`src/sv/efsm_pkg.sv`:
```
// Shared types, constants and the microcode store of the editable state machine.
package efsm_pkg;

  // Table size and index width.
  localparam int STATE_COUNT = 8;
  localparam int IDX_W       = $clog2(STATE_COUNT);
  localparam int UPC_W       = 4;

  typedef logic [IDX_W-1:0]       idx_t;
  typedef logic [STATE_COUNT-1:0] smask_t;
  typedef logic [UPC_W-1:0]       upc_t;

  // Command codes.
  localparam logic [2:0] OP_STEP      = 3'd0;
  localparam logic [2:0] OP_CHANGE    = 3'd1;
  localparam logic [2:0] OP_GARBAGE   = 3'd2;
  localparam logic [2:0] OP_DEL_STATE = 3'd3;
  localparam logic [2:0] OP_DEL_GARB  = 3'd4;

  // Status codes.
  localparam logic [1:0] ST_NONE    = 2'd0;
  localparam logic [1:0] ST_DELETED = 2'd1;
  localparam logic [1:0] ST_ALREADY = 2'd2;

  // Reset contents of the successor tables, states A to H.
  localparam idx_t SUCC0_RST [STATE_COUNT] =
    '{3'd0, 3'd4, 3'd5, 3'd1, 3'd6, 3'd3, 3'd7, 3'd0};
  localparam idx_t SUCC1_RST [STATE_COUNT] =
    '{3'd2, 3'd0, 3'd3, 3'd4, 3'd5, 3'd7, 3'd1, 3'd6};
  localparam idx_t RESET_STATE = 3'd1;

  // Datapath actions selected by a control word.
  typedef enum logic [2:0] {
    ACT_NOP,
    ACT_STEP,
    ACT_CHANGE,
    ACT_MARK_INIT,
    ACT_MARK_PASS,
    ACT_DEL_STATE,
    ACT_GARB_REPORT,
    ACT_GARB_DELETE
  } action_t;

  // Sequencing of the step counter.
  typedef enum logic [1:0] {
    JC_NEXT,
    JC_WHILE_CHANGED,
    JC_END
  } jcond_t;

  typedef struct packed {
    action_t act;
    jcond_t  jc;
    upc_t    target;
  } uword_t;

  // Microcode entry points.
  localparam upc_t UA_STEP      = 4'd0;
  localparam upc_t UA_CHANGE    = 4'd1;
  localparam upc_t UA_GARBAGE   = 4'd2;
  localparam upc_t UA_GARB_LOOP = 4'd3;
  localparam upc_t UA_GARB_OUT  = 4'd4;
  localparam upc_t UA_DELG      = 4'd5;
  localparam upc_t UA_DELG_LOOP = 4'd6;
  localparam upc_t UA_DELG_OUT  = 4'd7;
  localparam upc_t UA_DEL_STATE = 4'd8;
  localparam upc_t UA_IDLE_OP   = 4'd9;

  // Control store: one word per program step.
  function automatic uword_t ucode(input upc_t a);
    uword_t w;
    w = '{act: ACT_NOP, jc: JC_END, target: UA_IDLE_OP};
    case (a)
      UA_STEP:      w = '{act: ACT_STEP,        jc: JC_END,  target: UA_STEP};
      UA_CHANGE:    w = '{act: ACT_CHANGE,      jc: JC_END,  target: UA_CHANGE};
      UA_GARBAGE:   w = '{act: ACT_MARK_INIT,   jc: JC_NEXT, target: UA_GARBAGE};
      UA_GARB_LOOP: w = '{act: ACT_MARK_PASS,   jc: JC_WHILE_CHANGED,
                          target: UA_GARB_LOOP};
      UA_GARB_OUT:  w = '{act: ACT_GARB_REPORT, jc: JC_END,  target: UA_GARB_OUT};
      UA_DELG:      w = '{act: ACT_MARK_INIT,   jc: JC_NEXT, target: UA_DELG};
      UA_DELG_LOOP: w = '{act: ACT_MARK_PASS,   jc: JC_WHILE_CHANGED,
                          target: UA_DELG_LOOP};
      UA_DELG_OUT:  w = '{act: ACT_GARB_DELETE, jc: JC_END,  target: UA_DELG_OUT};
      UA_DEL_STATE: w = '{act: ACT_DEL_STATE,   jc: JC_END,  target: UA_DEL_STATE};
      default:      w = '{act: ACT_NOP,         jc: JC_END,  target: UA_IDLE_OP};
    endcase
    return w;
  endfunction

  // Dispatch from command code to the first program step.
  function automatic upc_t entry(input logic [2:0] op);
    upc_t a;
    case (op)
      OP_STEP:      a = UA_STEP;
      OP_CHANGE:    a = UA_CHANGE;
      OP_GARBAGE:   a = UA_GARBAGE;
      OP_DEL_STATE: a = UA_DEL_STATE;
      OP_DEL_GARB:  a = UA_DELG;
      default:      a = UA_IDLE_OP;
    endcase
    return a;
  endfunction

endpackage

```
`src/sv/editable_fsm_with_reachability_sweep.sv`:
```
// Top level: editable eight-state machine driven by a microcoded sequencer.
// Step, change, delete state and unused codes: the entry step ends the program.
// Identify and delete garbage: one marking pass per cycle until the reachable set
// stops growing (at most eight passes), then a final step reports or deletes it.
// One command at a time; busy falls in the cycle the result strobe is shown.
// Synchronous active-low reset restores the table and the current state (B).
// The result is shown for one cycle only; the receiver cannot stall it.
module editable_fsm_with_reachability_sweep (
  input  logic       clk,
  input  logic       rst_n,
  input  logic       start,
  output logic       busy,
  input  logic [2:0] in_op,
  input  logic       in_branch_bit,
  input  logic [2:0] in_target_state,
  output logic       out_valid,
  output logic [2:0] out_current_state,
  output logic [7:0] out_garbage_mask,
  output logic [1:0] out_status
);

  // Machine table and current state.
  efsm_pkg::idx_t   cur_r, cur_nxt;
  efsm_pkg::idx_t   succ0_r [efsm_pkg::STATE_COUNT];
  efsm_pkg::idx_t   succ0_nxt [efsm_pkg::STATE_COUNT];
  efsm_pkg::idx_t   succ1_r [efsm_pkg::STATE_COUNT];
  efsm_pkg::idx_t   succ1_nxt [efsm_pkg::STATE_COUNT];
  efsm_pkg::smask_t del_r, del_nxt;
  efsm_pkg::smask_t reach_r, reach_nxt;

  // Sequencer and latched command.
  logic             busy_r;
  efsm_pkg::upc_t   upc_r;
  logic [2:0]       op_r;
  logic             bit_r;
  efsm_pkg::idx_t   tgt_r;

  // Result registers.
  logic             out_valid_r;
  efsm_pkg::idx_t   out_cur_r;
  efsm_pkg::smask_t out_mask_r;
  logic [1:0]       out_status_r;

  efsm_pkg::uword_t uw;
  efsm_pkg::smask_t pass_next;
  efsm_pkg::smask_t garb;
  efsm_pkg::smask_t res_mask;
  logic [1:0]       res_status;
  logic             accept;
  logic             pass_changed;

  assign accept = start && !busy_r;
  assign uw     = efsm_pkg::ucode(upc_r);

  // One marking pass: every reachable live state passes reach on to its successors.
  always_comb begin
    pass_next = reach_r;
    for (int i = 0; i < efsm_pkg::STATE_COUNT; i++) begin
      if (reach_r[i] && !del_r[i]) begin
        pass_next[succ0_r[i]] = 1'b1;
        pass_next[succ1_r[i]] = 1'b1;
      end
    end
  end

  assign pass_changed = (pass_next != reach_r);
  assign garb         = ~reach_r & ~del_r;

  // Datapath driven by the current control word.
  always_comb begin
    cur_nxt    = cur_r;
    succ0_nxt  = succ0_r;
    succ1_nxt  = succ1_r;
    del_nxt    = del_r;
    reach_nxt  = reach_r;
    res_mask   = '0;
    res_status = efsm_pkg::ST_NONE;
    if (busy_r) begin
      case (uw.act)
        efsm_pkg::ACT_STEP: begin
          cur_nxt = bit_r ? succ1_r[cur_r] : succ0_r[cur_r];
        end
        efsm_pkg::ACT_CHANGE: begin
          if (!del_r[tgt_r]) begin
            if (bit_r) succ1_nxt[cur_r] = tgt_r;
            else       succ0_nxt[cur_r] = tgt_r;
          end
        end
        efsm_pkg::ACT_MARK_INIT: begin
          reach_nxt        = '0;
          reach_nxt[cur_r] = 1'b1;
        end
        efsm_pkg::ACT_MARK_PASS: begin
          reach_nxt = pass_next;
        end
        efsm_pkg::ACT_DEL_STATE: begin
          res_status     = del_r[tgt_r] ? efsm_pkg::ST_ALREADY : efsm_pkg::ST_DELETED;
          del_nxt[tgt_r] = 1'b1;
        end
        efsm_pkg::ACT_GARB_REPORT: begin
          res_mask = garb;
        end
        efsm_pkg::ACT_GARB_DELETE: begin
          res_mask = garb;
          del_nxt  = del_r | garb;
        end
        default: begin
        end
      endcase
    end
  end

  // Sequencer, table state and result registers.
  always_ff @(posedge clk) begin
    if (!rst_n) begin
      busy_r       <= 1'b0;
      upc_r        <= efsm_pkg::UA_IDLE_OP;
      out_valid_r  <= 1'b0;
      cur_r        <= efsm_pkg::RESET_STATE;
      succ0_r      <= efsm_pkg::SUCC0_RST;
      succ1_r      <= efsm_pkg::SUCC1_RST;
      del_r        <= '0;
    end else begin
      out_valid_r <= 1'b0;
      cur_r       <= cur_nxt;
      succ0_r     <= succ0_nxt;
      succ1_r     <= succ1_nxt;
      del_r       <= del_nxt;
      reach_r     <= reach_nxt;
      if (accept) begin
        busy_r <= 1'b1;
        upc_r  <= efsm_pkg::entry(in_op);
        op_r   <= in_op;
        bit_r  <= in_branch_bit;
        tgt_r  <= in_target_state;
      end else if (busy_r) begin
        case (uw.jc)
          efsm_pkg::JC_NEXT: begin
            upc_r <= upc_r + efsm_pkg::upc_t'(1);
          end
          efsm_pkg::JC_WHILE_CHANGED: begin
            upc_r <= pass_changed ? uw.target : upc_r + efsm_pkg::upc_t'(1);
          end
          default: begin
            busy_r       <= 1'b0;
            out_valid_r  <= 1'b1;
            out_cur_r    <= cur_nxt;
            out_mask_r   <= res_mask;
            out_status_r <= res_status;
          end
        endcase
      end
    end
  end

  assign busy              = busy_r;
  assign out_valid         = out_valid_r;
  assign out_current_state = out_cur_r;
  assign out_garbage_mask  = out_mask_r;
  assign out_status        = out_status_r;

  // A transaction accepted always leaves the sequencer busy in the next cycle.
  a_accept_busy: assert property (@(posedge clk) disable iff (!rst_n)
    accept |=> busy_r)
    else $error("sequencer did not start on an accepted transaction");

  // The result strobe coincides with the sequencer going idle.
  a_valid_idle: assert property (@(posedge clk) disable iff (!rst_n)
    out_valid_r |-> !busy_r)
    else $error("result shown while the sequencer is still busy");

  // Only a delete-state command reports a status.
  a_status_op: assert property (@(posedge clk) disable iff (!rst_n)
    (out_valid_r && out_status_r != efsm_pkg::ST_NONE) |-> op_r == efsm_pkg::OP_DEL_STATE)
    else $error("status reported for a command other than delete state");

  // Garbage reported by identify is live; garbage reported by delete is now deleted.
  a_garb_live: assert property (@(posedge clk) disable iff (!rst_n)
    (out_valid_r && op_r == efsm_pkg::OP_GARBAGE) |-> (out_mask_r & del_r) == '0)
    else $error("reported garbage includes a deleted state");

  a_garb_deleted: assert property (@(posedge clk) disable iff (!rst_n)
    (out_valid_r && op_r == efsm_pkg::OP_DEL_GARB) |-> (out_mask_r & ~del_r) == '0)
    else $error("garbage reported as deleted is still live");

  // Deleted marks are never cleared outside reset.
  a_del_sticky: assert property (@(posedge clk) disable iff (!rst_n)
    $past(rst_n) |-> (($past(del_r) & ~del_r) == '0))
    else $error("a deleted mark was cleared");

endmodule
```
`config.mk`:
```
export PLATFORM = sky130hd
export DESIGN_NAME = editable_fsm_with_reachability_sweep
export DESIGN_NICKNAME = d
export VERILOG_FILES = /design/src/sv/efsm_pkg.sv /design/src/sv/editable_fsm_with_reachability_sweep.sv
export SDC_FILE = /design/constraint.sdc
export NUM_CORES = 1
export LEC_CHECK = 0
export ABC_AREA = 1
export BUFFER_PORTS_ARGS = -buffer_cell sky130_fd_sc_hd__buf_2
export CAP_MARGIN = 20
export CORE_UTILIZATION = 55
export DETAILED_ROUTE_END_ITERATION = 8
export PLACE_DENSITY = 0.76
export RECOVER_POWER = 50
export SYNTH_ARGS = -nofsm -noshare
export SYNTH_HDL_FRONTEND = slang
export SYNTH_SLANG_ARGS = --single-unit
```
`constraint.sdc`:
```
create_clock -name clk -period 2.5 [get_ports clk]
set_input_delay 0 -clock clk [delete_from_list [all_inputs] [get_ports clk]]
set_output_delay 0 -clock clk [all_outputs]
set_load 0.1 [all_outputs]
```
==> summary.md <==
| Metric | Value |
|---|---|
| Status | finished, final reports clean |
| Clock sinks | 99 |
| Worst Skew | 11.9 ps |
| Avg Cell Area, Syn | 6.79 um^2 |
| Clock Tree Buf Depth | 2 |
| CTS tree | built |
| Multi-input gate area | about 3200 um^2 |
| P_int | 2.34 mW |
| Pwr Density | 483 nW/um^2 |
| First-pass DRT Iterations | 5 |
| Post-Syn Area | ~5800 um^2 |
| Final setup violation count | 0 |
| Vias in the first global route | between 5000 and 6000 |
| First-pass GRT wire length | 30600 um |
| Post-DR wirelength/cell | 18.7 um |
| Slew headroom | 20.7% |
| Die area | 10900 um^2 |
| Largest delay contributor family on the critical path | simple AND/OR/NAND/NOR gates |
| DR vias/cell | 5.91 |
| Total chip power | between 3 and 4 mW |
| Seq pwr share | between 50% and 60% |
| Crit path launch | reach_r[1] |
| Fin worst setup slack | 48.4 ps |
| Logic pwr share | 12.2% |
| Routed Antenna Nets | 0 |
| Post-route insts no fill | 1054 |
| Crit-path max cell delay | approximately 400 ps |
| Max_cap viols | 0 |
| Primary FF master, synth | dfxtp_1 |
| Fin. max-slew vios | 0 |
| Crit path buf inv count | 3 |
| Top-count cell post-synth | nand2_1 |
| IR drop worst, VDD | ~0.00048 V |
| Final layout net count | 928 |
| Final hold vios | 0 |
| Synth top area cells | dfxtp_1 (26%), nand2_1 (17%), edfxtp_1 (13%), nand3_1 (12%), a21oi_1 (3.7%) |
| Critical path depth in cells | 22 |
| Fmax | between 400 and 500 MHz |
| FF+latch count, synth | 99 |
| Clock power share | a little over a third |
| Fin crit period | 2450 ps |
| GPL Wtd Cong | 1.05 |
| Ports | 25 |
| Buffers on Ports | 24 |
| Post-synth top area cell | dfxtp_1 |
| Post-Synthesis Cells | 849 |
| Number of enable flip-flop cells after synthesis | 25 |
| Synth Net Count | 863 |
| Worst Path Required | 2830 ps |
| Switch Pwr | 0.905 mW |
| H-tree levels | 3 |
| Crit Path Category | flip-flop to flip-flop |
| Placed Cells | 1030 |
| Netlist cell types | 39 |
| Area share of the largest cell type after synthesis | 25.7% |
| Worst setup endpoint | uw[7] |
| Most instantiated cells after synthesis | nand2_1 (255), nand3_1 (137), dfxtp_1 (74) |
| Hold WC Path Type | input pin to flip-flop |
| Post-Place Cell Area | around 6300 um^2 |
| CP endpoint kind | flip-flop |
| Reg2Reg Launch Point | reach_r[1] |
| Pre-CTS WS | -135 ps |
| Switching share of power | roughly 28% |
| Core Region | 10200 um^2 |
| Initial antenna violation count | 0 |
| Via count | 6232 |
| Die width | approximately 100 um |
| Post-Route WL | 19700 um |
| R2R depth | 22 |
| Area Growth Syn to Fin | 16.4% |
| Total Routing Usage GR | between 30% and 40% |
| CP max-delay cell | edfxtp_1 |
| Pleak | 3.00 nW |
| Fin area | 6710 um^2 |
| Starting Density | 56.4% |
| Critical path peak fanout | 7 |
| Largest net degree at the start of global routing | slightly below 50 |
| DR iter-0 viols | 578 |
| CTS Buf Count | 9 |
| Worst path most repeated cell | nand2_1 |
| Critical path, cell by cell | inv_2 -> nor2_1 -> buf_6 -> nand2_2 -> nand2_1 -> nor2_1 -> nand2_1 -> nand2_1 -> nand2_2 -> nor2_4 -> nand2_4 -> nand2_4 -> nand2_1 -> nand3_1 -> nand3_2 -> nand2_2 -> nand2_4 -> ha_4 -> inv_2 -> nand2_1 -> nand2_1 -> nor2_1 |
| FF-to-FF End | uw[7] |
| Congestion Overflow GR | 0 |
| Sequential fraction of the synthesis area | between 30% and 40% |
| FF-to-FF setup slack | 50 ps |
| Clock-pin slew on the worst setup and hold paths | 100 ps |
| Final period util | between 90% and 100% |
| Seq. cell area | 2290 um^2 |
| Critical Path Source Type | flip-flop |
| RSZ-0062 raised after global routing | yes |
| Warnings from Yosys | 0 |
| Slew of the pin with the lowest slew margin | roughly 1200 ps |
| Critical Path AT | 2780 ps |
| FFs w/ async S/R, synth | 0% |
| Root buffer cell | clkbuf_8 |
| # fillers | 944 |
| HPWL after detailed placement | 14800 um |
| Layout cells sized above 1 | 22.9% |
| Site Rows | 37 |
| Drt drc | 0 |
| Skew-Pair Late Insertion Delay | 390 ps |
| N_diodes | 0 |
| Die Height | approximately 100 um |
## registers in the layout (all words and copies together) (netlist names)
name	flops
del_r	8
upc_r	4
succ1_r	24
out_valid	1
busy	1
tgt_r	3
cur_r	3
succ0_r	24
reach_r	8
bit_r	1
uw	9
out_garbage_mask	8
out_current_state	3
out_status	2
## metal layers
metal | share of wire (%) | vias up | wire, um | global-route usage (%)
met2 | 47 | 319 | 9190 | 59.4
li1 | - | 2983 | - | -
met1 | 42 | 2871 | 8290 | 47.2
met4 | 3.7 | 0 | 721 | 17.1
met5 | 0 | - | 0 | 0
met3 | 7.8 | 59 | 1540 | 7.39
## power by group through the flow
stage                     clock, mW  sequential [mW]  combinational, mW
after floorplan                   0             1.79              0.198
after global placement            0             1.74              0.353
after detailed placement          0             1.74              0.363
after global routing           1.21             1.71              0.429
after CTS                      1.16             1.70              0.372
final                          1.15             1.70              0.397
## worst min-delay path by stage
stage	start	endpoint	cells after the start	slack (ps)
CTS	in_op[0]	upc_r[0]	5	20
global route	in_op[0]	upc_r[0]	5	40
finish	in_op[0]	upc_r[0]	5	40
floorplan	in_branch_bit	bit_r	0	100
detailed placement	in_target_state[1]	tgt_r[1]	1	180
global placement	in_target_state[1]	tgt_r[1]	1	180
## metrics by stage
| step | setup TNS [ps] | hold WS (ps) | util [%] |
|---|---|---|---|
| floorplan | 0 | 98.9 | - |
| global placement | -313 | 178 | 61.2 |
| detailed placement | -415 | 178 | 61.2 |
| CTS | 0 | 17.4 | 64.0 |
| global route | -674 | 41.9 | 65.6 |
| finish | 0 | 39.1 | 65.6 |
## logic make-up after synthesis
logic type | after synthesis | synth area share, %
buffers and inverters | 113 | 7.46
AO/OA/AOI/OAI | 135 | 13.8
adder cells (fa/ha/maj) | 4 | 0.868
XOR/XNOR | 2 | 0.304
flip-flops | 99 | 38.7
AND/OR/NAND/NOR | 496 | 38.8
## worst reg2reg max path, stage by stage, from the launching register on
cell and delay, ps:
edfxtp_1 400, inv_2 70, nor2_1 60, buf_6 140, nand2_2 70, nand2_1 50, nor2_1 130, nand2_1 80
nand2_1 80, nand2_2 70, nor2_4 120, nand2_4 90, nand2_4 80, nand2_1 50, nand3_1 90, nand3_2 80
nand2_2 110, nand2_4 70, ha_4 290, inv_2 30, nand2_1 70, nand2_1 60, nor2_1 120
## cells in the final DEF, fill, tap and decap left out, types with 2 or more instances in the layout
cell	Yosys	routed
nand2_1	255	247
nand3_1	137	135
inv_2	54	57
nor2_1	53	47
a21oi_1	43	43
inv_1	45	41
dfxtp_2	0	37
o21ai_0	36	36
buf_4	1	36
dfxtp_1	74	34
o211ai_1	25	25
edfxtp_1	25	25
o22ai_1	17	17
clkbuf_1	10	17
nor2_4	9	14
nand2_2	8	12
nor3_1	12	12
nor2_2	10	11
clkbuf_8	0	10
buf_2	2	8
nand2_4	2	6
dlygate4sd3_1	0	5
nand3_2	2	4
ha_1	4	3
dfxtp_4	0	3
inv_4	0	2
xor2_1	2	2
a221oi_1	2	2
o2111ai_1	2	2
a22oi_1	2	2
o221ai_1	2	2
nand4_4	2	2
o21ai_1	2	2
inv_6	0	2
## layout make-up
cell class | count | area share (%)
clock buffer | 11 | 2.42
clock inverter | 4 | 0.801
inverter | 99 | 5.57
multi-input combinational | 637 | 47.8
sequential | 99 | 34.1
tap | 136 | 2.53
timing repair buffer | 68 | 6.78
## what timing repair did
action,in CTS,in global routing
resized for setup,9,66
pin swaps,0,8
endpoints found under the hold margin,9,0
setup buffers,0,4
endpoints found under the setup margin,6,16
cloned,0,0
hold buffers,5,0
Power figures use the tool's default switching activity.
